`config.mk`:
```
export PLATFORM = sky130hd
export DESIGN_NAME = arrt_set_eval
export DESIGN_NICKNAME = d
export VERILOG_FILES = /design/src/design/arrt_pkg.sv /design/src/design/arrt_set_eval.sv
export SDC_FILE = /design/constraint.sdc
export NUM_CORES = 1
export LEC_CHECK = 0
export BUFFER_PORTS_ARGS = -buffer_cell sky130_fd_sc_hd__buf_2
export CORE_AREA = 2 2 240 242
export DETAILED_ROUTE_END_ITERATION = 6
export DIE_AREA = 0 0 242 244
export SYNTH_ARGS = -nofsm -noshare
export SYNTH_HDL_FRONTEND = slang
export SYNTH_SLANG_ARGS = --single-unit
```
`constraint.sdc`:
```
create_clock -name vclk -period 1.5
set_input_delay 0.075 -clock vclk [all_inputs]
set_output_delay 0.075 -clock vclk [all_outputs]
set_load 0.01 [all_outputs]
```
`src/design/arrt_pkg.sv`:
```
// shared types, codes and constants for the address rewrite route table
`default_nettype none

package arrt_pkg;

  // table geometry defaults
  localparam int BUCKET_BITS_DEF = 10;
  localparam int WAYS_DEF        = 4;

  // field widths
  localparam int ADDR_W  = 32;
  localparam int IDENT_W = 16;
  localparam int TTL_W   = 8;
  localparam int ETYPE_W = 16;
  localparam int OP_W    = 2;
  localparam int STAT_W  = 3;

  // one table entry: {valid, key, value}
  localparam int ENT_W = 1 + 2 * ADDR_W;

  // configuration port
  localparam int CFG_IDX_W  = 1;
  localparam int CFG_DATA_W = 32;
  localparam logic [CFG_IDX_W-1:0] CFG_LOCAL_ADDRESS = 1'b0;
  localparam logic [CFG_IDX_W-1:0] CFG_LOCAL_VALID   = 1'b1;

  // hashing and rewrite constants
  localparam logic [ADDR_W-1:0]  HASH_MULT   = 32'h61C8_8647;
  localparam logic [ADDR_W-1:0]  NET_MASK    = 32'hFFFF_FFE0;
  localparam logic [ADDR_W-1:0]  OCTET_CLEAR = 32'hFFFF_FF00;
  localparam logic [ADDR_W-1:0]  REWRITE_MASK = NET_MASK & OCTET_CLEAR;
  localparam logic [TTL_W-1:0]   ENC_TTL_BIT = 8'h80;
  localparam logic [ETYPE_W-1:0] ETH_IPV4    = 16'h0800;

  typedef enum logic [OP_W-1:0] {
    OP_ADD     = 2'd0,
    OP_DELETE  = 2'd1,
    OP_REWRITE = 2'd2
  } opcode_t;

  typedef enum logic [STAT_W-1:0] {
    ST_DONE      = 3'd0,
    ST_EXISTS    = 3'd1,
    ST_NOT_FOUND = 3'd2,
    ST_FULL      = 3'd3,
    ST_PASS      = 3'd4
  } status_t;

  typedef enum logic [2:0] {
    S_CLEAR,
    S_IDLE,
    S_HASH,
    S_READ,
    S_EVAL
  } fsm_t;

  // set compare summary handed from the set evaluator to the control
  typedef struct packed {
    logic hit;
    logic has_free;
  } match_t;

endpackage

`default_nettype wire

```
`src/design/arrt_set_eval.sv`:
```
// compares all ways of one set and builds the write-back row
`default_nettype none

module arrt_set_eval
  import arrt_pkg::*;
#(
  parameter int WAYS = WAYS_DEF
) (
  input  wire logic [WAYS*ENT_W-1:0] row,
  input  wire logic [ADDR_W-1:0]     key,
  input  wire logic [ADDR_W-1:0]     mapped,
  input  wire logic                  is_add,
  output      match_t                match,
  output      logic [ADDR_W-1:0]     hit_value,
  output      logic [WAYS*ENT_W-1:0] wb_row
);

  logic [WAYS-1:0] valid;
  logic [WAYS-1:0] hit_vec;
  logic [WAYS-1:0] free_vec;
  logic [WAYS-1:0] first_free;

  // per-way compare
  always_comb begin
    for (int w = 0; w < WAYS; w++) begin
      valid[w]   = row[w*ENT_W + 2*ADDR_W];
      hit_vec[w] = valid[w] && (row[w*ENT_W + ADDR_W +: ADDR_W] == key);
    end
  end

  // lowest free way as a one-hot
  assign free_vec   = ~valid;
  assign first_free = free_vec & (~free_vec + WAYS'(1));

  assign match.hit      = |hit_vec;
  assign match.has_free = |free_vec;

  // value of the hitting way (keys are unique within a set)
  always_comb begin
    hit_value = '0;
    for (int w = 0; w < WAYS; w++) begin
      hit_value = hit_value | (row[w*ENT_W +: ADDR_W] & {ADDR_W{hit_vec[w]}});
    end
  end

  // insert into the first free way, or drop the valid bit of the hit
  always_comb begin
    wb_row = row;
    for (int w = 0; w < WAYS; w++) begin
      if (is_add) begin
        if (first_free[w]) begin
          wb_row[w*ENT_W +: ENT_W] = {1'b1, key, mapped};
        end
      end else begin
        if (hit_vec[w]) begin
          wb_row[w*ENT_W + 2*ADDR_W] = 1'b0;
        end
      end
    end
  end

endmodule

`default_nettype wire

```
* After elaboration in Yosys (flattened, before gate mapping)
Index checks and enable logic that the tools add are counted.
** Operators by class
- Bitwise logic cells :: 10
- Shifts and indexed selects :: 0
- Multiply operators :: 0
- Div/mod/pow operators :: 0
- Muxes and demuxes :: 16
- $add $sub $neg :: 1
- Reduce and logical (&&, ||, !) cells :: 6
- Equality and inequality tests :: 4
- $lt $le $gt $ge :: 0
** Operators by type and width (number)
- 2-to-1 mux 65 bit :: 4
- 2-to-1 mux 64 bit :: 4
- AND 32 bit :: 4
- equality test 32 bit :: 4
- bitwise OR 32 bit :: 3
- 2-to-1 mux 1 bit :: 8
- NOT 4 bit :: 2
- OR reduction 4 bit :: 2
- adder 4 x 1 -> 4 bit, second input constant :: 1
- AND 4 bit :: 1
- logical AND 1 bit :: 4
** Word-level totals
- Memories kept :: 0
- Bits of input ports :: 325
- RAM bits :: 0
- Memory bits (read-only) :: 0
- Bits in registers :: 0
- Bits in latches :: 0
- Output and inout port bits :: 294
- Logic and storage cells :: 37

* Longest topological paths before layout
- Word-level depth :: 6
- Mapped depth :: 7
- Mapped depth without buffers :: 5

* Worst setup path after synthesis
No wires, ideal clock.
- Kind :: input to output
- From :: input key[24]
- To :: output match[1] (netlist name)
- Slack :: 0.058 ns
- Arrival :: 1.367 ns
- Cell stages on the path :: 7
- Buffers on the path :: 2
- Required time :: 1.425 ns
- Path through :: buf_2 -> xnor2_1 -> nand4_1 -> nor4_1 -> nand2_2 -> buf_4 -> o2111ai_1
** RTL lines
- from (decl) :: line arrt_set_eval.sv:10 : input wire logic [ADDR_W-1:0] key,
- to (decl) :: line arrt_set_eval.sv:13 : output match_t match,

* Final worst setup path
- From :: input key[15]
- To :: output hit_value[4]
** Between the ends
- Word-level cells in the longest chain between the ends :: 6
- Elaborated cells on any way between the ends :: 15
- Classes of those cells :: 4 x eq/ne; 7 x bitwise; 4 x reduce/logical
** Ends and longest elaborated chain
- equality test 32 bit :: line arrt_set_eval.sv:27 : hit_vec[w] = valid[w] && (row[w*ENT_W + ADDR_W +: ADDR_W] == key);
- logical AND 1 bit :: line arrt_set_eval.sv:27
- AND 32 bit :: line arrt_set_eval.sv:42 : hit_value = hit_value | (row[w*ENT_W +: ADDR_W] & {ADDR_W{hit_vec[w]}});
- bitwise OR 32 bit (2 in a row) :: line arrt_set_eval.sv:42
- bitwise OR 32 bit (*) :: line arrt_set_eval.sv:42
- to (decl) :: line arrt_set_eval.sv:14 : output logic [ADDR_W-1:0] hit_value,
Every way passes the cells marked *; elsewhere a longest branch is shown, timed or not.

==> results.tsv <==
stage	metric	value	unit
setup_path	crit-path max cell delay	0.50	ns
setup_path	Max FO, Critical Path	8	
setup_path	critical path type	in -> out	
detailed_routing	drc violations	0	
yosys	top post-synthesis cells by area	mux2_2 (42%), xnor2_1 (15%), nand4_1 (12%)	
placed_design	placed cell count	2159	
pwr	maximum VDD drop	0.1437	mV
global_routing	initial antenna violation count	9	
outcome	failing checks	negative setup slack	
finish	clkbuf count	0	
setup_path	crit path DAT	2.01	ns
pwr	Flop pwr share	0	%
hold_path	min-delay worst type	in -> out	
detailed_routing	DR vias/cell	4.416	
finish	register area	0	µm²
yosys	Synth warnings	0	
global_routing	Congestion Overflow GR	0	
yosys	share of the synthesized area in the top cell type	42.19	%
yosys	Post-Synthesis Cell Area	6833	µm²
detailed_routing	drt wl/cell	26.11	µm
sta	RSZ-0062 raised after global routing	yes	
yosys	sequential fraction of the synthesis area	0	%
yosys	Mapped Cells	739	
floorplan	Row Count	87	
detailed_routing	vias post-DR	9777	
run	max-cap viol count	0	
pwr	Comb pwr share	100.0	%
setup_path	worst setup path endpoint	hit_value[4]	
global_routing	vias in the first global route	9696	
clock_tree	hold buffer count at cts	0	
floorplan	Core Area	56170	µm²
yosys	post-synthesis area per instance	9.246	µm²
floorplan	Die Width	242	µm
outcome	status	finished, violations left	
pwr	total chip power	0.003867	W
floorplan	Die Y	244	µm
detailed_routing	remaining antenna violation count	0	
floorplan	io pins	619	
sta	final setup margin	-0.5823	ns
finish	seq_cells	0	
placed_design	I/O Buffers	619	
sta	setup violators final	40	
floorplan	starting density of the core	12.16	%
pwr	Int Pwr	0.002057	W
setup_path	Setup crit start kind	input port	
global_routing	largest net degree at the start of global routing	39	
pwr	clock power share	0	%
yosys	Synth Net Count	1064	
pwr	sw power	0.001810	W
finish	share of layout cells above drive strength 1	79.78	%
sta	Pins Over Slew Limit	0	
pwr	switch share	46.81	%
finish	commonest non-fill, non-tap cell in the layout	buf_2	
setup_path	crit path max-delay cell type	nor4_4	
finish	Layout Cells excl Fill	2214	
pwr	Lkg Pwr	6.624	nW
detailed_routing	DR pass1 iterations	5	
global_routing	GRT Resource Usage Total	16.95	%
finish	Synth-to-Final Area Change	109.2	%
setup_path	worst path cell trace	clkbuf_4, xnor2_2, nand4_1, nor4_4, nand2_4, buf_12, buf_16, o2111ai_4, buf_6	
sta	slew margin rel.	61.89	%
global_routing	first-pass GRT wire length	72590	µm
yosys	largest area contributor in the netlist	mux2_2	
detailed_routing	First DRT Iteration DRCs	565	
finish	Nets	1781	
setup_path	CP Capture Type	primary output	
yosys	Synth cell types	30	
floorplan	full die area	59050	µm²
sta	min Tclk post-route	2.082	ns
sta	Fmax achieved	480.2	MHz
finish	most frequent cells in the layout	buf_2 (505), mux2_2 (169), nand4_1 (127)	
detailed_routing	detailed-route wire length	57820	µm
sta	Tcrit/Tclk final	138.8	%
placed_design	DPL Wire Length	36950	µm
sta	Final Hold Fails	0	
setup_path	Worst Path Required	1.42	ns
pwr	P per Cell Area	270.6	nW/µm²
setup_path	Critical Path Start	key[15]	
sta	worst slew pin tran	0.5716	ns
placed_design	Final Wtd Congestion	0.9302	
-- worst min-delay path by stage --
stage                     cells past startpoint  startpoint     endpoint
final                                         3    row[221]  wb_row[221]
after global routing                          3    row[147]  wb_row[147]
after CTS                                     3    row[211]  wb_row[211]
after detailed placement                      3    row[216]  wb_row[216]
after global placement                        3    row[198]  wb_row[198]
after floorplan                               1      is_add   wb_row[64]
-- cell families after synthesis --
group	count (synthesis)	share of synthesized area (%)
compound gates	39	7.581
simple gates	215	19.80
mux	256	42.19
xor+xnor	128	18.82
buf+inv	101	11.61
-- critical path: cells and delay by family --
family	cells	cell delay, ns
xor gates and xnor gates	1	0.18
buffers and inverters	4	0.64
AOI/OAI and AO/OA	1	0.27
and+or+nand+nor	3	0.80
-- what timing repair did --
action                     4_1_cts  5_1_grt
buffers inserted                28        6
setup endpoints to repair       98      110
pin swaps                       59       69
hold endpoints to repair         0        0
cloned                          22       12
resized for setup              188      187
-- layout make-up --
class              count  area (µm²)
multi-input cells    638        6838
fillers             6078       41880
repair buffers       815        6495
well taps            756       945.9
inverters              1       3.754
diodes                 4       10.01
-- synthesized netlist by cell type --
cell type  number
a21bo_2         1
a21o_1          2
a22o_1          2
and2_1         32
buf_2          35
buf_4          12
buf_6          42
clkbuf_1       10
clkbuf_8        1
inv_1           1
mux2_2        256
nand2_1        35
nand2_2         1
nand2b_1        1
nand3_1         4
nand3b_1        1
nand4_1       127
nand4_2         3
nand4b_1        1
nor2_1          2
nor3b_1         1
nor4_1          1
nor4_2          1
nor4_4          5
o2111ai_1       4
o2111ai_2      29
o21ai_0         1
xnor2_1       115
xnor2_2         7
xnor2_4         6
-- through the flow --
| stage | setup TNS, ns | util, % | setup slack, ns | hold slack [ns] | instance area [µm²] |
|---|---|---|---|---|---|
| after floorplan | 0 | - | 0.05755 | 0.2523 | 6833 |
| after global placement | -33.29 | 20.57 | -0.9428 | 0.4756 | 11550 |
| after detailed placement | -36.74 | 20.57 | -1.008 | 0.4775 | 11550 |
| after CTS | -20.97 | 23.79 | -0.6020 | 0.4638 | 13360 |
| after global routing | -23.71 | 25.44 | -0.6932 | 0.4761 | 14290 |
| final | -19.80 | 25.45 | -0.5823 | 0.4625 | 14290 |
-- power groups by stage --
stage	sequential (W)	clock, W	combinational [W]
after CTS	0	0	0.00350
after floorplan	0	0	0.00157
after detailed placement	0	0	0.00321
after global routing	0	0.000000000179	0.00405
final	0	0.000000000266	0.00387
after global placement	0	0	0.00321
-- per-layer routing --
| metal | routed length [µm] | GRT usage (%) | vias up |
|---|---|---|---|
| met5 | 85 | 0 | - |
| met4 | 1586 | 4.720 | 8 |
| met3 | 4492 | 3.183 | 98 |
| met2 | 28460 | 29.52 | 670 |
| met1 | 23190 | 21.24 | 4744 |
| li1 | - | - | 4257 |
Note: power is estimated with default switching activity, not from simulation.
