<file path="src/design/arrt_ram.sv">
// generic single-write, single-read ram with registered read data
`default_nettype none

module arrt_ram #(
  parameter int WIDTH = 8,
  parameter int DEPTH = 16
) (
  input  wire logic                     clk,
  input  wire logic                     we,
  input  wire logic [$clog2(DEPTH)-1:0] waddr,
  input  wire logic [WIDTH-1:0]         wdata,
  input  wire logic                     re,
  input  wire logic [$clog2(DEPTH)-1:0] raddr,
  output      logic [WIDTH-1:0]         rdata
);

  logic [WIDTH-1:0] mem [DEPTH];

  // write port
  always_ff @(posedge clk) begin
    if (we) begin
      mem[waddr] <= wdata;
    end
  end

  // registered read port, holds when not enabled
  always_ff @(posedge clk) begin
    if (re) begin
      rdata <= mem[raddr];
    end
  end

endmodule

`default_nettype wire

</file>
<file path="config.mk">
export PLATFORM = sky130hd
export DESIGN_NAME = arrt_ram
export DESIGN_NICKNAME = d
export VERILOG_FILES = /design/src/design/arrt_ram.sv
export SDC_FILE = /design/constraint.sdc
export NUM_CORES = 1
export LEC_CHECK = 0
export ABC_AREA = 0
export BUFFER_PORTS_ARGS = -buffer_cell sky130_fd_sc_hd__buf_4
export CAP_MARGIN = 20
export CORE_MARGIN = 5
export CORE_UTILIZATION = 45
export DETAILED_ROUTE_END_ITERATION = 6
export PLACE_DENSITY = 0.7
export SETUP_SLACK_MARGIN = 0.15
export SYNTH_ARGS = -nofsm -noshare
export SYNTH_HDL_FRONTEND = slang
export SYNTH_SLANG_ARGS = --single-unit
</file>
<file path="constraint.sdc">
create_clock -name clk -period 2.1 [get_ports clk]
set_input_delay 0.315 -clock clk [delete_from_list [all_inputs] [get_ports clk]]
set_output_delay 0.315 -clock clk [all_outputs]
set_load 0.01 [all_outputs]
</file>
-- Word-level counts from Yosys, hierarchy flattened
Memories as Yosys holds them, arrays and structs flattened. A register that Yosys moved wholly into a read port is not among the register bits.
Cells that the tools add are included.
Widths: inputs -> output; s select.
- register bits: 0
- RAM bits: 128
- input bits: 19
- output and inout port bits: 8
- logic and storage cells: 3
- memories kept: 1
- muxes and demuxes: 2
- memory list (memory ; words ; bits a word ; read ports ; clocked after memory_dff ; wr ports ; line ; source):
    mem ; 16 ; 8 ; 1 ; 1 ; 1 ; 17 ; logic [WIDTH-1:0] mem [DEPTH];
- operators by type and width (kind ; number):
    $mux 1 ; 2

-- Depth between registers and ports, before layout
Gate-level depths: netlist of the first run.
- depth in word-level cells: 2
- gate-level depth with buffers: 5
- depth with buffers taken out: 3

-- Worst setup path after synthesis of the first run
OpenSTA, ideal clock, no wires.
- path type: input to register
- from: input port waddr[2]
- to: memory mem[0][0] (enable)
- library setup time: 383 ps
- data arrival time: 1425 ps
- setup slack: 292 ps
- cell stages on the path: 2
- buffers on the path: 0
- path through: or3b_2 -> nor3_1
- RTL lines (what ; line ; source):
    from (decl) ; 10 ; input wire logic [$clog2(DEPTH)-1:0] waddr,
    to (decl) ; 17 ;
No word-level cell before the write port.

==> metrics.cfg, run 1 <==
[setup_path]
r2r_setup_slack_ns=0.57
start_kind=flop
path_class=reg -> reg
critical_path.max_fanout=1
worst_ep_arrival_time_ns=1.67
cp.required_ns=2.25
end_kind=flop

[placement]
port-buffer-count=26
place_ws_ns=0.1844
dpl.hpwl_um=6334
place.gp.congestion=0.7514
dpl-instance-area_sq_um=5703

[global_route]
antenna_found_initial=0
first_global_vias=2655
grt_use_total_pct=15.52
overflow=0
grt_pass1_wl_um=15750
grt_max_degree=25

[timing]
fin_crit_sh_pct=72.77
period_minus_slack_ns=1.528
rsz0062_at_grt=false
setup_ws_ns=0.5719
skew_ns=0.005382
relSlewSlack_pct=57.16
hold_viol=0
tns_ns=0
max_freq_mhz=654.4
setup_viol=0
slew_viol_final=0
worst_slew_pin_slew_ns=0.6403

[detailed_routing]
initialDrtViolationCount=234
wire_per_inst_um=22.54
dr_wl_met3_um=492
vias_per_cell=5.613
drc=0
drt-total-wl_um=9896
wl_met1_um=4431
routed.top_layer=met4
vias=2464
ant_nets=0
dr.pass1.iters=4
met2_length_um=4761

[clocking]
holdBufCountCts=0
clock_path_buffers=2
htree_levels=4
clk-insertion-delay-late_ns=0.40
ctsResizeCount=0
post_cts_buffers=0
cts_tree=done
cts_made_buffers=17
cts.sinks=136
path_clk_slew_ns=0.05
root_buffer=clkbuf_16

[synthesis]
ys_seq_area_share_pct=78.12
syn_area_sq_um=5228
ys_types=18
synth_nets=248
yosysWarnings=0
synthCells=229
syn_area_per_cell_sq_um=22.83
synth_seq_cells=136

[final_layout]
antenna_cells=0
area_growth_pct=19.48
multi_input_area_sq_um=1057
seqCellArea_sq_um=4084
nets=303
nFillCells=878
drive_gt1_share_pct=30.41
fin_area_sq_um=6246

[job]
drv_cap=0

[die]
io_pins=27
fp.dieH_um=117.8
core-area_sq_um=11420
start_util_pct=45.78
die-area_sq_um=13870
rows=39
die_x_um=117.8

[power_and_ir_drop]
ir_worst_vdd_v=0.0005446
pwr-share-comb_pct=5.0
cellPowerDensity_nw_per_um2=975.4
p_seq_share_pct=50.5
p_int_mw=4.911
p_sw_share_pct=19.40
netSwitchingPower_mw=1.182
p_clk_share_pct=44.5
power_leakage_nw=2.113

[run_status]
status=finished, final reports clean

[hold_path]
hp-class=in -> reg

## synth_stat cells
library cell     instances  area, sq um
nand3b_1                 2        15.01
nor2b_1                  1        6.260
edfxtp_1               136         4084
nand2_1                  9        33.78
mux4_2                  18        405.4
or3b_2                   1        8.760
nor2_1                  13        48.80
and2_1                   1        6.260
mux4_1                  14        367.9
nor3_1                   4        20.02
and2b_1                  1        7.510
buf_6                    3        33.78
a22oi_1                 16        120.1
clkdlybuf4s25_2          3        30.03
nand3_1                  1        5.000
nand2b_1                 2        12.51
buf_2                    3        15.01
buf_4                    1        7.510
## power by group through the flow
stage	combinational [mW]	sequential, mW	clock (mW)
2_1_floorplan	0.154	3.13	0
3_3_place_gp	0.307	3.13	0
3_5_place_dp	0.313	3.13	0
4_1_cts	0.315	3.08	2.75
5_1_grt	0.332	3.08	2.90
6_report	0.307	3.08	2.71
## layer usage
metal / vias up / GRT usage, %
li1: 1090 / -
met1: 1286 / 21.45
met2: 73 / 22.84
met3: 15 / 4.277
met4: 0 / 7.599
met5: - / 0
## layout by cell type, fill, tap and decap left out, types with 2 or more instances in the layout
| cell | n |
|---|---|
| a22oi_1 | 16 |
| buf_12 | 3 |
| buf_4 | 43 |
| bufinv_16 | 2 |
| clkbuf_1 | 2 |
| clkbuf_16 | 17 |
| clkinv_1 | 4 |
| clkinv_2 | 4 |
| clkinvlp_4 | 2 |
| edfxtp_1 | 136 |
| mux4_1 | 14 |
| mux4_2 | 18 |
| nand2_1 | 9 |
| nand2b_1 | 2 |
| nand3b_1 | 2 |
| nor2_1 | 13 |
| nor3_1 | 4 |
## worst paths after layout
check,endpoint,depth (start not counted),from
setup reg to reg,rdata[7],3,mem[10][7]
setup / recovery,rdata[7],3,mem[10][7]
hold reg to reg,rdata[2],3,mem[14][2]
hold / removal,rdata[7],1,re
## cell type report
cell class              instances  area share [%]
multi-input cells              83           16.93
well taps                     143           2.865
clock inverters                12           1.763
repair buffers                 46           6.130
flip-flops and latches        136           65.38
clock buffers                  19           6.931
## per-stage QoR
step           hold slack [ns]  utilization [%]  total power, mW  instances
2_1_floorplan           0.4139                -            3.288        229
3_3_place_gp            0.6196            49.95            3.434        408
3_5_place_dp            0.6257            49.95            3.444        408
4_1_cts                 0.1981            54.70            6.144        439
5_1_grt                 0.1843            54.70            6.316        439
6_report                0.2012            54.70            6.093        439
## critical path, cell delays in order, from the launching register on
cell and delay (ns):
edfxtp_1 0.36, mux4_2 0.52, a22oi_1 0.30, nand2_1 0.09
## state kept, by name, indices dropped and copies added, names as in the netlist
register	count
mem	128
rdata	8
## cell families after synthesis
group           count (synthesis)  share of synthesized area, %
compound gates                 16                         2.298
buf+inv                        10                         1.651
simple gates                   35                         3.136
mux                            32                         14.79
flops                         136                         78.12
Note: power is estimated with default switching activity, not from simulation.
==> run 2: changes to the inputs <==
==> constraint.sdc (replaced) <==
create_clock -name clk -period 1.43 [get_ports clk]
set_input_delay 0.2145 -clock clk [delete_from_list [all_inputs] [get_ports clk]]
set_output_delay 0.2145 -clock clk [all_outputs]
set_load 0.01 [all_outputs]
==> run 2 against run 1 <==
- the flow now finishes with violations (negative setup slack)
- first-iteration DRC count decreased by 9.8%
- total power increased by 56%
- hold slack got worse by 0.098 ns
- worst setup slack got worse by 0.60 ns
- sequential cell count unchanged
- final cell count increased by 1.6%
- critical path depth unchanged
- register-to-register slack got worse by 0.60 ns
- cell area increased by 3.2%
- routed wire length about the same
- largest cell class unchanged
==> metrics.cfg, run 2 (synthesis gave the netlist of run 1 again) <==
[placement]
dpl.hpwl_um=6350
place.gp.congestion=0.7317
port-buffer-count=26
placedCellCount=416
place_ws_ns=-0.3785

[timing]
period_minus_slack_ns=1.456
skew_ns=0.006311
rsz0062_at_grt=true
fin_crit_sh_pct=101.8
worst_slew_pin_slew_ns=0.8261
relSlewSlack_pct=44.72
hold_viol=0
setup_viol=3
whs_ns=0.1029
tns_ns=-0.03181
max_freq_mhz=686.7
setup_ws_ns=-0.02624
slew_viol_final=0

[detailed_routing]
vias_per_cell=5.522
wire_per_inst_um=22.20
drc=0
initialDrtViolationCount=211
dr.pass1.iters=4
ant_nets=0
drt-total-wl_um=9900
vias=2463

[job]
drv_cap=0

[final_layout]
antenna_cells=0
final_common_cell=edfxtp_1
fin_cells=446
nets=311
largest_register_ffs=128
final_cell_mix=edfxtp_1, buf_4, mux4_2, clkbuf_16, a22oi_1
drive_gt1_share_pct=41.25
area_growth_pct=23.34
top_register=mem
top_regs=mem: 128 flops, rdata: 8 flops
postLayoutCoreUtil_pct=56.46

[die]
core-area_sq_um=11420
die_x_um=117.8
rows=39
die-area_sq_um=13870
start_util_pct=45.78
io_pins=27
fp.dieH_um=117.8

[setup_path]
end_kind=flop
worst_ep_arrival_time_ns=1.60
critical_path.max_fanout=1
path_class=reg -> reg
cp.required_ns=1.57
start_kind=flop
startpoint=mem[0][3]
r2r-start=mem[0][3]

[global_route]
top_usage_layer=met2
grt_use_total_pct=15.19
grt_max_degree=21
grt_use_met1_pct=19.94
gr-usage-met3_pct=5.911
first_global_vias=2603
met2_usage_pct=22.91
overflow=0
grt_pass1_wl_um=15320
antenna_found_initial=0

[run_status]
status=finished with violations
failed_checks=negative setup slack

[clocking]
htree_levels=4
path_clk_slew_ns=0.06
clk-insertion-delay-late_ns=0.41
root_buffer=clkbuf_16
cts.sinks=136
clock_path_buffers=2
post_cts_buffers=0
cts_tree=done
cts_made_buffers=17

[hold_path]
hp-class=in -> reg
hp-start=re

[power_and_ir_drop]
cellPowerDensity_nw_per_um2=1476
power_leakage_nw=2.155
ir_worst_vdd_v=0.0008726

## run 2: changes by cell type in the layout (fill, tap and decap cells not counted), moves of 2 or more
cell,before,now
nor2_2,0,3
nor3_1,4,0
mux4_2,18,32
a22oi_2,0,5
mux4_1,14,0
bufinv_16,2,5
clkinv_1,4,2
a22oi_1,16,11
nor3_2,0,3
buf_4,43,46
nor2_1,13,10
buf_12,3,8
## run 2: report_power, final
part	total [mW]	internal, mW	switching [mW]
Clock	4.50	3.05	1.45
Combinational	0.499	0.239	0.260
Sequential	4.52	4.50	0.0228
Total	9.52	7.78	1.74
## run 2: repair_timing
item,4_1_cts,5_1_grt
endpoints found under the setup margin,8,8
hold buffers,0,0
resized for setup,4,2
endpoints found under the hold margin,0,0
pin swaps,1,2
## run 2: worst max-delay path, stage by stage (launching register included)
cell and delay [ns]:
edfxtp_1 0.37, mux4_2 0.49, a22oi_2 0.22, nand2_1 0.11
## run 2: area by class of cell
cell class,count,area [sq um]
clock buffers,19,432.9
flip-flops and latches,136,4084
fillers,862,4971
repair buffers,54,505.5
well taps,143,178.9
multi-input cells,83,1066
clock inverters,11,180.2
## run 2: per-stage QoR
stage          power [mW]  area (sq um)
2_1_floorplan       4.853          5249
4_1_cts             9.604          6437
3_5_place_dp        5.095          5813
5_1_grt             9.829          6447
3_3_place_gp        5.080          5813
6_report            9.517          6447
## run 2: final timing paths
| kind | slack [ns] | endpoint | cells after the start |
|---|---|---|---|
| hold / removal | 0.10 | rdata[4] | 1 |
| setup / recovery | -0.03 | rdata[3] | 3 |
| hold reg to reg | 0.76 | rdata[0] | 3 |
| setup reg to reg | -0.03 | rdata[3] | 3 |
## run 2: layer usage
metal / part of all wire (%) / up-vias
met5: 0 / -
met4: 1.9 / 0
met3: 5.3 / 16
met2: 49 / 70
met1: 44 / 1281
li1: - / 1096
==> run 3: changes to the inputs <==
--- a/config.mk
+++ b/config.mk
@@ -11,7 +11,7 @@
 export CORE_MARGIN = 5
 export CORE_UTILIZATION = 45
 export DETAILED_ROUTE_END_ITERATION = 6
-export PLACE_DENSITY = 0.7
+export PLACE_DENSITY = 0.72
 export SETUP_SLACK_MARGIN = 0.15
 export SYNTH_ARGS = -nofsm -noshare
 export SYNTH_HDL_FRONTEND = slang
==> constraint.sdc (replaced) <==
create_clock -name clk -period 1.3 [get_ports clk]
set_input_delay 0.195 -clock clk [delete_from_list [all_inputs] [get_ports clk]]
set_output_delay 0.195 -clock clk [all_outputs]
set_load 0.01 [all_outputs]
==> run 3 against run 2 <==
- the flow still finishes with violations (negative setup slack)
- first-iteration DRC count is 22% higher
- clock power up 8.0%
- sequential share of layout area fell by 1.1 points
- global-route usage decreased by 0.058 points
- largest power group unchanged
- final cell count up 0.22%
==> metrics.cfg, run 3 (synthesis gave the netlist of run 1 again) <==
[run_status]
status=finished with violations
failed_checks=negative setup slack

[hold_path]
hp-class=in -> reg
hold_depth=1
hp-start=wdata[4]
hold_end=mem[1][4]

[placement]
port-buffer-count=26
dpl.hpwl_um=6398
place.gp.congestion=0.7506
placedCellCount=415

[global_route]
first_global_vias=2677
antenna_found_initial=0
grt_use_total_pct=15.13
grt_pass1_wl_um=15550
grt_max_degree=17
overflow=0

[detailed_routing]
met2_length_um=5290
wl_met1_um=3946
routed.top_layer=met4
drc=0
initialDrtViolationCount=257
dr.pass1.iters=5
dr_wl_met3_um=559
ant_nets=0
wire_per_inst_um=22.16
vias=2534
drt-total-wl_um=9905
vias_per_cell=5.669

[final_layout]
area_growth_pct=25.59
postLayoutCoreUtil_pct=57.50
top_regs=mem: 128 flops, rdata: 8 flops
final_common_cell=edfxtp_1
drive_gt1_share_pct=44.74
seqCellArea_sq_um=4084
antenna_cells=0
nFillCells=846
final_cell_mix=edfxtp_1, buf_4, mux4_2, clkbuf_16, buf_12
top_register=mem
fin_cells=447
nets=310
multi_input_area_sq_um=1109
largest_register_ffs=128

[timing]
tns_ns=-0.6166
hold_viol=0
rsz0062_at_grt=true
max_freq_mhz=707.6
period_minus_slack_ns=1.413
fin_crit_sh_pct=108.7
relSlewSlack_pct=40.24
setup_ws_ns=-0.1132
skew_ns=0.005226
setup_viol=8
worst_slew_pin_slew_ns=0.8946
slew_viol_final=0

[power_and_ir_drop]
cellPowerDensity_nw_per_um2=1586
netSwitchingPower_mw=2.001
p_seq_share_pct=47.8
pwr-share-comb_pct=5.5
power_leakage_nw=2.174
p_clk_share_pct=46.7
ir_worst_vdd_v=0.0009483
p_int_mw=8.411
p_sw_share_pct=19.22

[setup_path]
path_delay_family=multiplexers
path_class=reg -> reg
start_kind=flop
rr_worst_depth=3
timing.rr.end=rdata[7]
critical_path.max_fanout=1
max_stage_delay_ns=0.48
cp.required_ns=1.45
worst_ep_arrival_time_ns=1.56
end_kind=flop
crit_path_cell_trace=mux4_2, a22oi_2, nand2_1
cp_num_buf_inv=0
slowest_stage=mux4_2
r2r_setup_slack_ns=-0.11
r2r-start=mem[3][7]

[clocking]
clock_path_buffers=2
htree_levels=4
root_buffer=clkbuf_16
post_cts_buffers=0
cts_made_buffers=17
clk-insertion-delay-late_ns=0.40
holdBufCountCts=0
cts_tree=done
path_clk_slew_ns=0.05
cts.sinks=136

[die]
io_pins=27
die_x_um=117.8
core-area_sq_um=11420
rows=39
start_util_pct=45.78
fp.dieH_um=117.8
die-area_sq_um=13870

[job]
drv_cap=0

## run 3: changes by cell type in the layout (fill, tap and decap cells not counted), moves of 3 or more
cell	delta
buf_4	-12
a22oi_1	-3
buf_12	+5
nor2_1	-5
nor2_4	+3
a22oi_2	+3
buf_6	+6
## run 3: worst max path at each step
stage / end / cells after the start / startpoint / slack [ns]
5_1_grt: rdata[4] / 3 / mem[3][4] / -0.15
4_1_cts: rdata[4] / 3 / mem[3][4] / -0.12
3_5_place_dp: rdata[6] / 5 / raddr[0] / -0.39
6_report: rdata[7] / 3 / mem[3][7] / -0.11
2_1_floorplan: rdata[1] / 5 / raddr[0] / -0.1
3_3_place_gp: rdata[7] / 5 / raddr[0] / -0.37
## run 3: layout make-up
| cell class | count | share of cell area, % |
|---|---|---|
| multi-input combinational | 83 | 16.89 |
| timing repair buffer | 53 | 8.881 |
| clock buffer | 18 | 6.537 |
| sequential | 136 | 62.21 |
| tap | 143 | 2.725 |
| clock inverter | 14 | 2.763 |
## run 3: what timing repair did
item                       CTS  global route
resized for setup           11             4
pin swaps                    3             0
gates cloned                 0             0
setup endpoints to repair   13            14
## run 3: routing by layer
metal	vias up	track usage, %
li1	1092	-
met1	1331	19.62
met2	99	24.79
met3	12	3.988
met4	0	5.376
met5	-	0
## run 3: per-stage QoR
step	setup slack [ns]	hold slack (ns)	total power, mW	area (sq um)
3_5_place_dp	-0.3856	0.5087	5.615	5896
6_report	-0.1132	0.09022	10.41	6565
4_1_cts	-0.1177	0.08252	10.48	6546
3_3_place_gp	-0.3684	0.4976	5.597	5896
5_1_grt	-0.1527	0.08362	10.76	6565
2_1_floorplan	-0.09540	0.2939	5.345	5276
## run 3: power groups by stage
stage,clock network (mW),logic (mW),registers (mW)
finish,4.86,0.573,4.98
global route,5.16,0.622,4.98
CTS,4.92,0.576,4.98
detailed placement,0,0.552,5.06
global placement,0,0.539,5.06
floorplan,0,0.283,5.06
